File: config.mk
export PLATFORM = sky130hd
export DESIGN_NAME = websocket_frame_deframer
export DESIGN_NICKNAME = d
export VERILOG_FILES = /design/src/sv/wsd_pkg.sv /design/src/sv/wsd_parser.sv /design/src/sv/websocket_frame_deframer.sv
export SDC_FILE = /design/constraint.sdc
export NUM_CORES = 1
export LEC_CHECK = 0
export BUFFER_PORTS_ARGS = -buffer_cell sky130_fd_sc_hd__buf_2
export CAP_MARGIN = 20
export CORE_ASPECT_RATIO = 0.8
export CORE_UTILIZATION = 65
export CTS_BUF_LIST = sky130_fd_sc_hd__clkbuf_8
export CTS_CLUSTER_DIAMETER = 200
export DETAILED_ROUTE_END_ITERATION = 6
export MAX_ROUTING_LAYER = met4
export PLACE_DENSITY = 0.84
export SLEW_MARGIN = 10
export SYNTH_ARGS = -nofsm -noshare
export SYNTH_HDL_FRONTEND = slang
export SYNTH_SLANG_ARGS = --single-unit
File: constraint.sdc
create_clock -name clk_i -period 4.53 [get_ports clk_i]
set_clock_uncertainty 0.1 [all_clocks]
set_input_delay 1.359 -clock clk_i [delete_from_list [all_inputs] [get_ports clk_i]]
set_output_delay 1.359 -clock clk_i [all_outputs]
set_load 0.02 [all_outputs]
File: src/sv/wsd_pkg.sv
// shared types and constants of the websocket frame deframer
`default_nettype none

package wsd_pkg;

  // width of the held payload length
  localparam int unsigned LENGTH_BITS = 64;
  // largest payload length that can be held, as a 64-bit value
  localparam logic [63:0] LEN_MAX = 64'hFFFF_FFFF_FFFF_FFFF >> (64 - LENGTH_BITS);

  // second header byte fields
  localparam logic [6:0] LEN7_EXT16 = 7'd126;
  localparam logic [6:0] LEN7_EXT64 = 7'd127;

  // extended length and key byte counts, minus one
  localparam logic [2:0] EXT16_LAST = 3'd1;
  localparam logic [2:0] EXT64_LAST = 3'd7;
  localparam logic [2:0] KEY_LAST   = 3'd3;

  // tuser width of the result side
  localparam int unsigned USER_W = 7;

  // one result transfer
  typedef struct packed {
    logic [7:0] data_byte;
    logic       has_data;
    logic [3:0] frame_opcode;
    logic       final_fragment;
    logic       was_masked;
    logic       end_of_frame;
  } result_t;

endpackage

`default_nettype wire

File: src/sv/wsd_parser.sv
// frame header parser and payload unmasking for one byte per cycle
`default_nettype none

module wsd_parser (
  input  wire logic             clk_i,
  input  wire logic             rst_ni,
  input  wire logic             byte_valid_i,
  input  wire logic [7:0]       byte_i,
  output logic                  res_valid_o,
  output wsd_pkg::result_t      res_o
);

  typedef enum logic [2:0] {
    PH_HEAD1,
    PH_HEAD2,
    PH_EXTLEN,
    PH_KEY,
    PH_DATA
  } phase_e;

  phase_e      phase_q, phase_d;
  logic [3:0]  opcode_q, opcode_d;
  logic        fin_q, fin_d;
  logic        mask_q, mask_d;
  logic [63:0] rem_q, rem_d;
  logic [2:0]  cnt_q, cnt_d;
  logic [31:0] key_q, key_d;
  logic [1:0]  kpos_q, kpos_d;

  logic [63:0] len_sel;
  logic        len_known;
  logic [63:0] ext_nxt;
  logic [63:0] rem_dec;
  logic [7:0]  key_byte;
  logic        res_valid;
  wsd_pkg::result_t res;

  // key byte at the rotating position, first key byte in the top bits
  always_comb begin
    case (kpos_q)
      2'd0:    key_byte = key_q[31:24];
      2'd1:    key_byte = key_q[23:16];
      2'd2:    key_byte = key_q[15:8];
      default: key_byte = key_q[7:0];
    endcase
  end

  // extended length shift with saturation for a narrow length
  always_comb begin
    if ((wsd_pkg::LENGTH_BITS < 64) && (rem_q[63:56] != 8'd0)) begin
      ext_nxt = '1;
    end else begin
      ext_nxt = {rem_q[55:0], byte_i};
    end
  end

  assign rem_dec = rem_q - 64'd1;

  // next state and result
  always_comb begin
    phase_d   = phase_q;
    opcode_d  = opcode_q;
    fin_d     = fin_q;
    mask_d    = mask_q;
    rem_d     = rem_q;
    cnt_d     = cnt_q;
    key_d     = key_q;
    kpos_d    = kpos_q;
    len_sel   = rem_q;
    len_known = 1'b0;
    res_valid = 1'b0;
    res       = '0;

    case (phase_q)
      PH_HEAD2: begin
        mask_d = byte_i[7];
        key_d  = '0;
        if (byte_i[6:0] == wsd_pkg::LEN7_EXT16) begin
          rem_d   = '0;
          cnt_d   = wsd_pkg::EXT16_LAST;
          phase_d = PH_EXTLEN;
        end else if (byte_i[6:0] == wsd_pkg::LEN7_EXT64) begin
          rem_d   = '0;
          cnt_d   = wsd_pkg::EXT64_LAST;
          phase_d = PH_EXTLEN;
        end else begin
          len_sel   = {57'd0, byte_i[6:0]};
          len_known = 1'b1;
        end
      end
      PH_EXTLEN: begin
        if (cnt_q == 3'd0) begin
          len_sel   = (ext_nxt > wsd_pkg::LEN_MAX) ? wsd_pkg::LEN_MAX : ext_nxt;
          len_known = 1'b1;
        end else begin
          rem_d = ext_nxt;
          cnt_d = cnt_q - 3'd1;
        end
      end
      PH_KEY: begin
        key_d = {key_q[23:0], byte_i};
        if (cnt_q == 3'd0) begin
          kpos_d = '0;
          if (rem_q == 64'd0) begin
            phase_d            = PH_HEAD1;
            res_valid          = 1'b1;
            res.end_of_frame   = 1'b1;
          end else begin
            phase_d = PH_DATA;
          end
        end else begin
          cnt_d = cnt_q - 3'd1;
        end
      end
      PH_DATA: begin
        kpos_d           = kpos_q + 2'd1;
        rem_d            = rem_dec;
        res_valid        = 1'b1;
        res.data_byte    = byte_i ^ key_byte;
        res.has_data     = 1'b1;
        res.end_of_frame = (rem_dec == 64'd0);
        if (rem_dec == 64'd0) begin
          phase_d = PH_HEAD1;
        end
      end
      default: begin
        fin_d    = byte_i[7];
        opcode_d = byte_i[3:0];
        phase_d  = PH_HEAD2;
      end
    endcase

    // length complete: go on to the key or finish the header
    if (len_known) begin
      rem_d = len_sel;
      if (mask_d) begin
        phase_d = PH_KEY;
        cnt_d   = wsd_pkg::KEY_LAST;
      end else begin
        cnt_d  = '0;
        kpos_d = '0;
        if (len_sel == 64'd0) begin
          phase_d          = PH_HEAD1;
          res_valid        = 1'b1;
          res.end_of_frame = 1'b1;
        end else begin
          phase_d = PH_DATA;
        end
      end
    end

    res.frame_opcode   = opcode_d;
    res.final_fragment = fin_d;
    res.was_masked     = mask_d;
  end

  // parser state
  always_ff @(posedge clk_i or negedge rst_ni) begin
    if (!rst_ni) begin
      phase_q  <= PH_HEAD1;
      opcode_q <= '0;
      fin_q    <= 1'b0;
      mask_q   <= 1'b0;
      rem_q    <= '0;
      cnt_q    <= '0;
      key_q    <= '0;
      kpos_q   <= '0;
    end else if (byte_valid_i) begin
      phase_q  <= phase_d;
      opcode_q <= opcode_d;
      fin_q    <= fin_d;
      mask_q   <= mask_d;
      rem_q    <= rem_d;
      cnt_q    <= cnt_d;
      key_q    <= key_d;
      kpos_q   <= kpos_d;
    end
  end

  assign res_valid_o = byte_valid_i & res_valid;
  assign res_o       = res;

`ifndef SYNTHESIS
  // a payload phase never holds an empty remaining length
  a_data_nonzero: assert property (@(posedge clk_i) disable iff (!rst_ni)
    (phase_q == PH_DATA) |-> (rem_q != 64'd0))
    else $error("payload phase with zero remaining length");

  // the key position restarts at every new payload
  a_kpos_restart: assert property (@(posedge clk_i) disable iff (!rst_ni)
    (phase_q == PH_DATA) && ($past(phase_q) != PH_DATA) |-> (kpos_q == 2'd0))
    else $error("key position not restarted for payload");
`endif

endmodule

`default_nettype wire

File: src/sv/websocket_frame_deframer.sv
// websocket frame deframer top level with the result register
`default_nettype none

// Parses WebSocket (RFC 6455) frames from a byte stream and emits one
// transfer per unmasked payload byte, or one transfer without data at the
// end of a frame with an empty payload; header bytes emit nothing. One byte
// is taken per clock: the parser does all the work for a byte
// combinationally between its state registers and the result register,
// so the sustained rate is one byte per cycle as long as the result side
// takes its transfers. The result register lets a new byte in whenever it
// is empty or being emptied in the same cycle. Reserved header bits are
// ignored and every opcode is parsed alike.
module websocket_frame_deframer (
  input  wire logic                         clk_i,
  input  wire logic                         rst_ni,
  input  wire logic                         s_axis_tvalid_i,
  output logic                              s_axis_tready_o,
  input  wire logic [7:0]                   s_axis_tdata_i,   // in_byte
  output logic                              m_axis_tvalid_o,
  input  wire logic                         m_axis_tready_i,
  output logic [7:0]                        m_axis_tdata_o,   // data_byte
  // has_data, frame_opcode[4:1], final_fragment, was_masked
  output logic [wsd_pkg::USER_W-1:0]        m_axis_tuser_o,
  output logic                              m_axis_tlast_o    // end_of_frame
);

  logic             in_xfer;
  logic             res_valid;
  wsd_pkg::result_t res;
  logic             out_valid_q;
  wsd_pkg::result_t out_q;

  assign s_axis_tready_o = !out_valid_q || m_axis_tready_i;
  assign in_xfer         = s_axis_tvalid_i && s_axis_tready_o;

  wsd_parser u_parser (
    .clk_i       (clk_i),
    .rst_ni      (rst_ni),
    .byte_valid_i(in_xfer),
    .byte_i      (s_axis_tdata_i),
    .res_valid_o (res_valid),
    .res_o       (res)
  );

  // result register
  always_ff @(posedge clk_i or negedge rst_ni) begin
    if (!rst_ni) begin
      out_valid_q <= 1'b0;
    end else if (s_axis_tready_o) begin
      out_valid_q <= res_valid;
    end
  end

  always_ff @(posedge clk_i) begin
    if (res_valid && s_axis_tready_o) begin
      out_q <= res;
    end
  end

  assign m_axis_tvalid_o = out_valid_q;
  assign m_axis_tdata_o  = out_q.data_byte;
  assign m_axis_tuser_o  = {out_q.was_masked, out_q.final_fragment,
                            out_q.frame_opcode, out_q.has_data};
  assign m_axis_tlast_o  = out_q.end_of_frame;

`ifndef SYNTHESIS
  // a byte that yields a result shows it on the next cycle
  a_result_shown: assert property (@(posedge clk_i) disable iff (!rst_ni)
    res_valid |=> m_axis_tvalid_o)
    else $error("accepted result not presented");

  // an empty register never blocks the input
  a_ready_when_empty: assert property (@(posedge clk_i) disable iff (!rst_ni)
    !m_axis_tvalid_o |-> s_axis_tready_o)
    else $error("input stalled with empty result register");

  // a transfer without data is the end of an empty frame with zero data
  a_empty_end: assert property (@(posedge clk_i) disable iff (!rst_ni)
    m_axis_tvalid_o && !m_axis_tuser_o[0] |-> m_axis_tlast_o && (m_axis_tdata_o == 8'd0))
    else $error("empty result is not a zero frame end");
`endif

endmodule

`default_nettype wire
After elaboration in Yosys (flattened, before gate mapping). Index checks and enable logic that the tools add are counted.

Bits of input ports: 12. Word-level logic and storage cells: 102. Flip-flop bits (word level): 127.

Add/subtract/negate cells: 3. Reductions and logical operators: 18. Bitwise logic cells: 2. Eq/ne operators: 14. Mux-type cells: 49. Magnitude comparators: 1.

Operators with widths (number): 64-bit two-way mux (8); 64-bit logical NOT (3); 64-bit case mux with 3 select lines (1); 64-bit case mux with 2 select lines (1); 64-bit > comparator (second input constant) (1); 32-bit case mux with 2 select lines (1); 64-bit by 1-bit subtractor with 64-bit output (second input constant) (1); 3-bit two-way mux (12); 8-bit case mux with 3 select lines (1); 7-bit equality test (second input constant) (2); 1-bit two-way mux (14); 3-bit case mux with 4 select lines (1); 2-bit two-way mux (4); 4-bit AND reduction (2); 8-bit XOR (1); 3-bit by 2-bit equality test with 1-bit output (second input constant) (2); 3-bit by 1-bit != test with 1-bit output (second input constant) (2); 3-bit by 2-bit != test with 1-bit output (second input constant) (2); 1-bit case mux with 2 select lines (3); 3-bit case mux with 2 select lines (1); 5-bit AND reduction (1); 4-bit two-way mux (1); 4-bit by 1-bit != test with 1-bit output (second input constant) (1); 2-bit case mux with 2 select lines (1); 19 further kinds (20).

Depth between registers and ports, before layout. Gate-level depths: netlist of the first run.

Depth in word-level cells: 10. Depth in mapped cells: 12.

By module. From an unflattened synthesis of the first run, not the netlist that was laid out.

Cell total of the unflattened synthesis: 1158. Area, all modules: 9120.0 sq um.

By module, submodules not included: wsd_parser (area an instance 8582.0 sq um, times used 1, sequential area each 2752.6 sq um, cells an instance 1137); websocket_frame_deframer (area an instance 538.0 sq um, times used 1, sequential area each 505.5 sq um, cells an instance 21).

Worst setup path after synthesis of the first run. OpenSTA, ideal clock, no wires.

Kind: input -> register. Start: input port s_axis_tdata_i[2]. End: register out_q (netlist bit m_axis_tdata_o[0]), enable pin. Required time: 4.042 ns. Stages: 9. Setup time: 0.388 ns. Buffers on the path: 1. Arrival: 3.985 ns. Path slack: 0.057 ns. Cells stage by stage: clkbuf_1 > nand2_1 > or3_1 > a21oi_1 > o21ai_0 > nor4_1 > nand4_1 > and3_1 > nor2_1.

Longest elaborated chain between the ends: 10. Elaborated cells on any way between the ends: 17. Those cells by class: order compare: 1; eq/ne: 2; mux: 11; bitwise: 1; reduce/logical: 2.

Ends and longest elaborated chain: start, declared (line websocket_frame_deframer.sv:18) `input wire logic [7:0] s_axis_tdata_i,`; 64-bit > comparator / 7-bit equality test (equally long branches) (line wsd_parser.sv:93, wsd_parser.sv:82); 64-bit two-way mux, on equally long branches (line wsd_parser.sv:93, wsd_parser.sv:82); 64-bit two-way mux, on equally long branches (line wsd_parser.sv:92, wsd_parser.sv:78); 64-bit case mux with 2 select lines (line wsd_parser.sv:74) `case (phase_q)`; 64-bit logical NOT (line wsd_parser.sv:142) `if (len_sel == 64'd0) begin`; 1-bit two-way mux (line wsd_parser.sv:142); 1-bit two-way mux (line wsd_parser.sv:136) `if (mask_d) begin`; 1-bit two-way mux (*) (line wsd_parser.sv:134) `if (len_known) begin`; 1-bit AND (*) (line wsd_parser.sv:180) `assign res_valid_o = byte_valid_i & res_valid;`; 1-bit logical AND (*) (line websocket_frame_deframer.sv:55) `if (res_valid && s_axis_tready_o) begin`; end signal, assigned (line websocket_frame_deframer.sv:56) `out_q <= res;`; end, declared (line websocket_frame_deframer.sv:31) `wsd_pkg::result_t out_q;`.

Mark *: on every way between the ends. The rest lies on a longest branch, timed or not. A chain may end at the register's enable or synchronous reset.

==> results of run 1 <==
-- cell usage after synthesis, drive strengths merged, types with 6 or more instances --
cell | number | share of area, %
a21oi | 59 | 3.4
a222oi | 8 | 0.91
a22o | 33 | 3.3
a22oi | 20 | 1.7
a31oi | 6 | 0.43
a32oi | 10 | 0.99
and3 | 6 | 0.43
buf | 18 | 1.1
clkbuf | 85 | 3.6
dfrtp | 111 | 32
edfxtp | 16 | 5.5
ha | 9 | 1.3
inv | 17 | 0.72
mux2 | 9 | 1.2
nand2 | 88 | 3.7
nand2b | 12 | 0.85
nand3 | 26 | 1.5
nand4 | 23 | 1.7
nand4b | 8 | 0.80
nor2 | 132 | 5.6
nor3 | 42 | 2.4
nor4 | 68 | 5.5
o21ai | 139 | 7.9
o31ai | 6 | 0.57
or2 | 7 | 0.50
or3 | 18 | 1.3
or4 | 24 | 2.2
xnor2 | 23 | 2.3
xor2 | 7 | 0.70
-- final timing paths --
kind / start / endpoint / slack (ns) / cells after the start
hold / removal: u_parser.fin_q / u_parser.fin_q / 0.39 / 2
hold reg to reg: u_parser.fin_q / u_parser.fin_q / 0.39 / 2
setup / recovery: u_parser.rem_q[38] / m_axis_tlast_o / 0.52 / 8
min in group asynchronous: rst_ni / u_parser.phase_q[1] / 0.88 / 1
setup reg to reg: u_parser.rem_q[38] / m_axis_tlast_o / 0.52 / 8
max in group asynchronous: rst_ni / u_parser.rem_q[51] / 2.69 / 2
-- state kept, by name (all words and copies together), names as in the netlist, 2 cells and up --
register           flops
u_parser.cnt_q         3
u_parser.rem_q        64
m_axis_tuser_o         7
m_axis_tdata_o         8
u_parser.kpos_q        2
u_parser.opcode_q      4
u_parser.phase_q       3
u_parser.key_q        32
-- cell families after synthesis --
kind of cell | after synthesis | synth area share [%]
buf+inv | 120 | 5.42
mux | 11 | 1.38
xor+xnor | 30 | 2.98
compound gates | 319 | 22.8
simple gates | 482 | 29.1
flops | 127 | 37.0
fa+ha+maj | 9 | 1.28
-- per-stage QoR --
stage,utilization [%],cells
after floorplan,-,1098
after global placement,69.5,1232
after detailed placement,69.5,1232
after CTS,72.6,1264
after global routing,72.7,1265
final,72.7,1265
-- routing by layer --
layer | vias to the layer above | GRT usage [%]
met4 | 0 | 13.1
met2 | 932 | 67.1
met3 | 129 | 15.6
li1 | 4070 | -
met1 | 4330 | 67.4
met5 | - | -
-- final cells by class --
class | instances | area share (%)
multi-input cells | 851 | 53.7
flip-flops and latches | 127 | 34.3
repair buffers | 63 | 4.72
clock buffers | 17 | 2.47
well taps | 175 | 2.31
clock inverters | 15 | 1.79
inverters | 17 | 0.672
-- cells in the final DEF, fill, tap and decap left out, drive strengths merged, types with 33 or more instances in the layout --
cell,n
buf,63
nor4,68
a21oi,59
dfrtp,111
nand2,88
nor2,132
a22o,33
o21ai,139
nor3,42
-- worst reg2reg max path: stages (launching register included) --
cell and delay, ns:
dfrtp_1 0.54, nor4_1 0.71, nand2_1 0.38, or4_1 0.70
o21ai_0 0.28, nand4_1 0.35, nor4_1 0.38, nand4_1 0.21
o211ai_2 0.20
==> qor.txt, run 1 <==
Fill count: 979
Final critical-path required period: 4.01 ns
Crit-path cells: nor4_1 > nand2_1 > or4_1 > o21ai_0 > nand4_1 > nor4_1 > nand4_1 > o211ai_2
Row count: 37
Syn. warnings: 0
Clk slew on worst S/H paths: 0.09 ns
Slowest-stage cell, CP: nor4_1
WP data arrival: 4.23 ns
Gr usage total: 48.2%
Via/cell ratio: 7.48
CTS tree: done
Main flop type after synthesis: dfrtp_1
Clk Tree Root Cell: clkbuf_8
Sequential cell area: 3260 um^2
Final Setup Violations: 0
Startpoint Class: register
Share of layout cells above drive strength 1: 12.5%
Drc violations: 3
Sequential element share of the synthesized area: 37.0%
Max-cap violations: 0
Hold Vio Cnt, Final: 0
Pin count of the biggest net entering global routing: 66
Min Hold Slack: 0.393 ns
Wl on met1: 12400 um
Iter 0 DRT Violations: 1776
Asr flop ratio synth: 87.4%
Post-CTS Hold Buffers: 0
Syn nets: 1119
HP Class: reg -> reg
Final RePlAce weighted congestion: 1.09
Synthesized instance count: 1098
Post-route ant nets: 0
Htree depth: 4
Routed length on met3: 5450 um
Failing checks: DRC
Worst relative slew slack: 42.2%
CTS buffer count: 17
Die W: 132 um
Slowest Stage Delay on Critical Path: 0.71 ns
Ports: 30
CTS max path bufs: 2
Vias: 9461
WL met2: 13500 um
Max Clock Freq: 0.249 GHz
Unrepaired setup endpoints after global routing: false
Pins Over Slew Limit: 0
Routed length per placed instance: 25.5 um
Actual slew at the worst max-slew pin: 0.860 ns
Design Area, Final: 9490 um^2
Die Span Y: 106 um
Die area: 14000 um^2
Final Cycle Share: 88.6%
Core Footprint: 13100 um^2
Min setup slack post-route: 0.518 ns
First-pass GRT wire length: 49700 um
Routed wire length: 32300 um
Initial antenna violation count: 0
TNS Setup: 0 ns
Clock latency on the worst-skew pair: 0.48 ns
CTS resizes: 0
Outcome: finished with violations
Buffer and inverter count on the worst path: 0
Sink Count: 127
Yosys cell types: 74
Area Overhead vs Synth: 7.73%
Setup CP Type: reg -> reg
Post-synth design cell area: 8810 um^2
Seq cells post-synth: 127
Initial Util: 67.5%
DP Wirelength: 22800 um
Setup WS pre-CTS: 0.468 ns
Nets@finish: 1098
Multi-input logic area: 5100 um^2
Top Metal Used: met4
# diodes: 0
Family with the most delay on the worst path: simple AND/OR/NAND/NOR gates
Total gr overflow: 0
Post-synth EDFFs: 16
Postcts setup bufs: 0
Max FO, Critical Path: 10
Buffers added on ports: 29
Worst Setup End Kind: register
Avg Inst Size Synth: 8.02 um^2
Dpl cell area: 9070 um^2
TritonRoute pass-1 iters: 7
Vias in the first global route: 8662
Worst EP required: 4.75 ns
Power of run 1 is left out: the tool's default activity adds up to more than one toggle a clock period on the data nets, which glitch-free logic cannot reach.
==> run 2: changes to the inputs <==
--- a/config.mk
+++ b/config.mk
@@ -8,12 +8,12 @@
 export BUFFER_PORTS_ARGS = -buffer_cell sky130_fd_sc_hd__buf_2
 export CAP_MARGIN = 20
 export CORE_ASPECT_RATIO = 0.8
-export CORE_UTILIZATION = 65
+export CORE_UTILIZATION = 25
 export CTS_BUF_LIST = sky130_fd_sc_hd__clkbuf_8
 export CTS_CLUSTER_DIAMETER = 200
 export DETAILED_ROUTE_END_ITERATION = 6
 export MAX_ROUTING_LAYER = met4
-export PLACE_DENSITY = 0.84
+export PLACE_DENSITY = 0.4
 export SLEW_MARGIN = 10
 export SYNTH_ARGS = -nofsm -noshare
 export SYNTH_HDL_FRONTEND = slang
==> qor.txt, run 2 (synthesized netlist as in run 1, its figures left out) <==
First-pass GRT wire length: 56200 um (+13%)
Max-cap violations: 0 (unchanged)
DP Cell Count: 1548 (+26%)
Ports: 30 (unchanged)
Sink Count: 127 (unchanged)
Postcts setup bufs: 0 (unchanged)
Most frequent cells in the layout: o21ai_0 (133), nor2_1 (131), dfrtp_1 (111)
Actual slew at the worst max-slew pin: 0.852 ns (-0.00800 ns)
Via/cell ratio: 5.62 (-25%)
Unrepaired setup endpoints after global routing: false
Hold Vio Cnt, Final: 0 (unchanged)
Final critical-path required period: 4.17 ns (+0.161 ns)
Most common cell after layout, fill and taps aside: o21ai_0
Vias: 8894 (-6.0%)
Nets@finish: 1117 (+1.7%)
Worst Setup End Kind: register
Hold Startpoint: u_parser.opcode_q[1]
Family with the most delay on the worst path: simple AND/OR/NAND/NOR gates
Buffers added on ports: 29 (unchanged)
Row count: 61 (+65%)
TritonRoute pass-1 iters: 7 (unchanged)
Max Clock Freq: 0.240 GHz (-3.9%)
Max FO, Critical Path: 10 (unchanged)
R2R depth: 8 (unchanged)
Final RePlAce weighted congestion: 0.970 (-11%)
Vias in the first global route: 8465 (-2.3%)
DP Wirelength: 26400 um (+16%)
Instance count on the critical path: 8 (unchanged)
Worst r2r src: u_parser.rem_q[13]
Peak VDD IR: 0.358 mV
WP data arrival: 4.43 ns (+0.20 ns)
Hold path depth: 2 (unchanged)
Pwr per Cell Area: 919 nW/um^2
Clk slew on worst S/H paths: 0.10 ns (about the same)
Startpoint Class: register
Share of layout cells above drive strength 1: 14.0% (+1.5 points)
Clock latency on the worst-skew pair: 0.51 ns (+0.03 ns)
Final std cells w/o fill: 1582 (+25%)
Area Overhead vs Synth: 13.9%
Post-CTS Hold Buffers: 0 (unchanged)
Worst EP required: 4.79 ns (+0.04 ns)
HP Class: reg -> reg
Pins Over Slew Limit: 0 (unchanged)
Htree depth: 4 (unchanged)
Max reg flops: 64 (unchanged)
Post-route ant nets: 0 (unchanged)
Die Span Y: 170 um (+60%)
Outcome: complete, no violations
Crit-path cells: nor4_2 > nand4_2 > or3_1 > nor3_1 > o2111ai_1 > nor4_1 > nand4_1 > o211ai_2
Die area: 36000 um^2 (+160%)
Crit path from: u_parser.rem_q[13]
Gr usage total: 21.7% (-27 points)
Die W: 212 um (+60%)
CTS tree: done
Pin count of the biggest net entering global routing: 124 (+88%)
Slowest-stage cell, CP: nor4_2
TNS Setup: 0 ns (unchanged)
Routed wire length: 36900 um (+14%)
Slowest Stage Delay on Critical Path: 0.80 ns (+0.09 ns)
Top reg by flops: u_parser.rem_q
Routed length per placed instance: 23.3 um (-8.5%)
Drc violations: 0 (-3)
Leakage power: 4.21 nW
Total gr overflow: 0 (unchanged)
CTS max path bufs: 2 (unchanged)
Final Setup Violations: 0 (unchanged)
Core Footprint: 34700 um^2 (+170%)
Worst relative slew slack: 42.7% (+0.49 points)
Clk Tree Root Cell: clkbuf_8
CTS resizes: 0 (unchanged)
Setup CP Type: reg -> reg
Buffer and inverter count on the worst path: 0 (unchanged)
Final Cycle Share: 92.1% (+3.5 points)
CTS buffer count: 17 (unchanged)
Initial antenna violation count: 1 (+1)
Iter 0 DRT Violations: 990 (-44%)
Initial Util: 25.4% (-42 points)
## run 2: cell count changes in the layout (fill, tap and decap cells not counted), moves of 2 or more
cell	previous run	this run
inv_6	5	3
inv_8	3	8
buf_4	31	52
clkinvlp_4	2	0
buf_12	3	1
## run 2: where the power goes
part,total [mW],internal (mW),switching [mW],leakage (nW)
registers,2.04,1.49,0.554,1.65
clock network,1.15,0.531,0.621,0.226
logic,6.03,2.04,3.99,2.33
total,9.23,4.06,5.17,4.21
## run 2: layout make-up
class | count | area [um^2]
inverters | 17 | 63.8
diodes | 1 | 2.50
well taps | 472 | 591
multi-input cells | 851 | 5100
fillers | 3732 | 24700
flip-flops and latches | 127 | 3260
clock inverters | 15 | 209
repair buffers | 82 | 578
clock buffers | 17 | 234
## run 2: through the flow
stage | hold WS, ns | instance area [um^2] | utilization (%) | total power, mW | worst slack, ns
floorplan | 0.340 | 8810 | - | 5.77 | 0.0565
global placement | 0.354 | 9570 | 27.5 | 7.95 | 0.291
detailed placement | 0.360 | 9570 | 27.5 | 7.91 | 0.274
CTS | 0.384 | 10000 | 28.8 | 9.10 | 0.417
global route | 0.408 | 10000 | 28.9 | 9.82 | 0.209
finish | 0.379 | 10000 | 28.9 | 9.23 | 0.358
## run 2: metal layers
layer  GRT usage [%]  vias up  wire length (um)
li1                -     4115                 -
met1            32.5     4393             18800
met2            29.1      346             15100
met3            3.91       40              2430
met4            5.95        0               680
met5               -        -                 0
## run 2: worst paths after layout
check | endpoint | slack (ns)
worst max-delay path | m_axis_tlast_o | 0.36
worst min-delay path | u_parser.opcode_q[1] | 0.38
worst max register to register | m_axis_tlast_o | 0.36
worst min register to register | u_parser.opcode_q[1] | 0.38
max in group asynchronous | u_parser.rem_q[24] | 2.74
min in group asynchronous | m_axis_tvalid_o | 0.74
## run 2: worst min-delay path, delay by kind of cell (launching register included)
family	cells	cell delay [ns]
DFF	1	0.35
and+or+nand+nor	2	0.10
Power figures use the tool's default switching activity.
==> run 3: changes to the inputs <==
--- a/config.mk
+++ b/config.mk
@@ -13,7 +13,6 @@
 export CTS_CLUSTER_DIAMETER = 200
 export DETAILED_ROUTE_END_ITERATION = 6
 export MAX_ROUTING_LAYER = met4
-export PLACE_DENSITY = 0.4
 export SLEW_MARGIN = 10
 export SYNTH_ARGS = -nofsm -noshare
 export SYNTH_HDL_FRONTEND = slang
==> qor.txt, run 3 (synthesized netlist as in run 1, its figures left out) <==
HP Class: reg -> reg
Post-CTS Hold Buffers: 0 (unchanged)
Pwr per Cell Area: 911 nW/um^2 (-0.87%)
Hold worst-path end: u_parser.opcode_q[1]
Actual slew at the worst max-slew pin: 0.825 ns (-0.0270 ns)
Max reg flops: 64 (unchanged)
CP most frequent cell: nor4_1
Total gr overflow: 0 (unchanged)
Die W: 212 um (unchanged)
TNS Setup: 0 ns (unchanged)
Drc violations: 0 (unchanged)
Post-route ant nets: 0 (unchanged)
Die area: 36000 um^2 (unchanged)
Buffers added on ports: 29 (unchanged)
Most frequent cells in the layout: o21ai_0 (133), nor2_1 (131), dfrtp_1 (111)
R2R setup slack: 0.55 ns (+0.19 ns)
Nets@finish: 1105 (-1.1%)
Clock latency on the worst-skew pair: 0.49 ns (-0.02 ns)
Fill count: 3728 (-0.11%)
Die Span Y: 170 um (unchanged)
Peak VDD IR: 0.308 mV (-14%)
Instance count on the critical path: 9 (+1)
Htree depth: 4 (unchanged)
Row count: 61 (unchanged)
Max-cap violations: 0 (unchanged)
Clk Tree Root Cell: clkbuf_8
Routed wire length: 34000 um (-7.9%)
Vias in the first global route: 8270 (-2.3%)
Vias: 9078 (+2.1%)
Postcts setup bufs: 0 (unchanged)
Setup CP Type: reg -> reg
Leakage power: 4.11 nW (-2.4%)
Sequential cell area: 3260 um^2 (unchanged)
Most common cell after layout, fill and taps aside: o21ai_0
Unrepaired setup endpoints after global routing: false
Worst r2r src: u_parser.rem_q[6]
R2R depth: 9 (+1)
Buffer and inverter count on the worst path: 1 (+1)
Slowest Stage Delay on Critical Path: 0.71 ns (-0.09 ns)
Final critical-path required period: 3.98 ns (-0.191 ns)
DP Wirelength: 25100 um (-4.8%)
Clk slew on worst S/H paths: 0.08 ns (-0.02 ns)
Ports: 30 (unchanged)
Final RePlAce weighted congestion: 1.02 (+4.7%)
Min Hold Slack: 0.379 ns (-0.000620 ns)
Area Overhead vs Synth: 12.0%
Crit-path cells: nor4_2 > nand4_2 > buf_4 > nor4_1 > xnor2_1 > nand4_1 > nor4_1 > and4b_1 > a21oi_1
Startpoint Class: register
Worst Setup End Kind: register
Worst EP required: 4.80 ns (about the same)
Outcome: complete, no violations
Hold path depth: 2 (unchanged)
Initial Util: 25.4% (unchanged)
Final Cycle Share: 87.9% (-4.2 points)
Pin count of the biggest net entering global routing: 68 (-45%)
Iter 0 DRT Violations: 1161 (+17%)
CTS buffer count: 17 (unchanged)
Final Setup Violations: 0 (unchanged)
Core Footprint: 34700 um^2 (unchanged)
Top reg by flops: u_parser.rem_q
RR Endpoint: u_parser.phase_q[2]
Multi-input logic area: 5100 um^2 (unchanged)
CTS resizes: 0 (unchanged)
TritonRoute pass-1 iters: 6 (-1)
Worst relative slew slack: 44.5% (+1.8 points)
Max Clock Freq: 0.251 GHz (+4.8%)
Gr usage total: 20.0% (-1.7 points)
Initial antenna violation count: 1 (unchanged)
CTS max path bufs: 2 (unchanged)
First-pass GRT wire length: 53000 um (-5.8%)
Slowest-stage cell, CP: nor4_2
Routed length per placed instance: 21.7 um (-7.1%)
Share of layout cells above drive strength 1: 12.9% (-1.0 points)
Max FO, Critical Path: 11 (+1)
CTS tree: done
Pins Over Slew Limit: 0 (unchanged)
Hold Startpoint: u_parser.opcode_q[1]
WP data arrival: 4.25 ns (-0.18 ns)
Sink Count: 127 (unchanged)
Via/cell ratio: 5.78 (+2.8%)
Family with the most delay on the worst path: simple AND/OR/NAND/NOR gates
Hold Vio Cnt, Final: 0 (unchanged)
==> run 3: cell types whose count changed in the layout (fill, tap and decap cells not counted), sizes merged <==
cell	before	now
inv	28	27
buf	82	70
bufinv	2	1
clkinv	2	3
clkinvlp	0	1
==> run 3: cell type report <==
cell class | instances | area share (%)
timing repair buffer | 70 | 4.74
antenna | 1 | 0.0254
clock buffer | 17 | 2.37
sequential | 127 | 33.0
clock inverter | 15 | 1.50
multi-input combinational | 851 | 51.7
tap | 472 | 5.98
inverter | 17 | 0.647
==> run 3: power breakdown <==
group	switching [mW]	internal, mW	leakage (nW)	total [mW]
clock	0.551	0.450	0.198	1.00
combinational	3.86	1.99	2.26	5.85
sequential	0.647	1.49	1.65	2.14
==> run 3: stage by stage <==
step           utilization, %  cells  total power [mW]  instance area, um^2  worst slack, ns
2_1_floorplan               -   1098              5.77                 8810           0.0565
3_3_place_gp             27.3   1537              7.80                 9480            0.452
3_5_place_dp             27.3   1537              7.79                 9480            0.459
4_1_cts                  28.4   1569              8.80                 9870            0.649
5_1_grt                  28.4   1570              9.58                 9870            0.365
6_report                 28.4   1570              8.99                 9870            0.549
==> run 3: metal layers <==
layer  track usage [%]  part of all wire (%)  up-vias
li1                  -                     -     4080
met1              31.0                    50     4535
met2              25.5                    39      425
met3              4.45                   9.4       38
met4              4.28                   1.2        0
met5                 -                     0        -
==> run 3: tightest hold or removal path: cells and delay by family (launching register included) <==
kind / cells / cell delay [ns]
AND/OR/NAND/NOR: 2 / 0.11
flip-flops: 1 / 0.34
==> run 3: worst max path at each step <==
stage / slack (ns) / endpoint / startpoint
2_1_floorplan: 0.06 / m_axis_tdata_o[0] / s_axis_tdata_i[2]
3_3_place_gp: 0.45 / m_axis_tdata_o[0] / s_axis_tdata_i[2]
3_5_place_dp: 0.46 / m_axis_tdata_o[3] / s_axis_tdata_i[2]
4_1_cts: 0.65 / m_axis_tlast_o / u_parser.rem_q[6]
5_1_grt: 0.36 / m_axis_tlast_o / u_parser.rem_q[0]
6_report: 0.55 / u_parser.phase_q[2] / u_parser.rem_q[6]
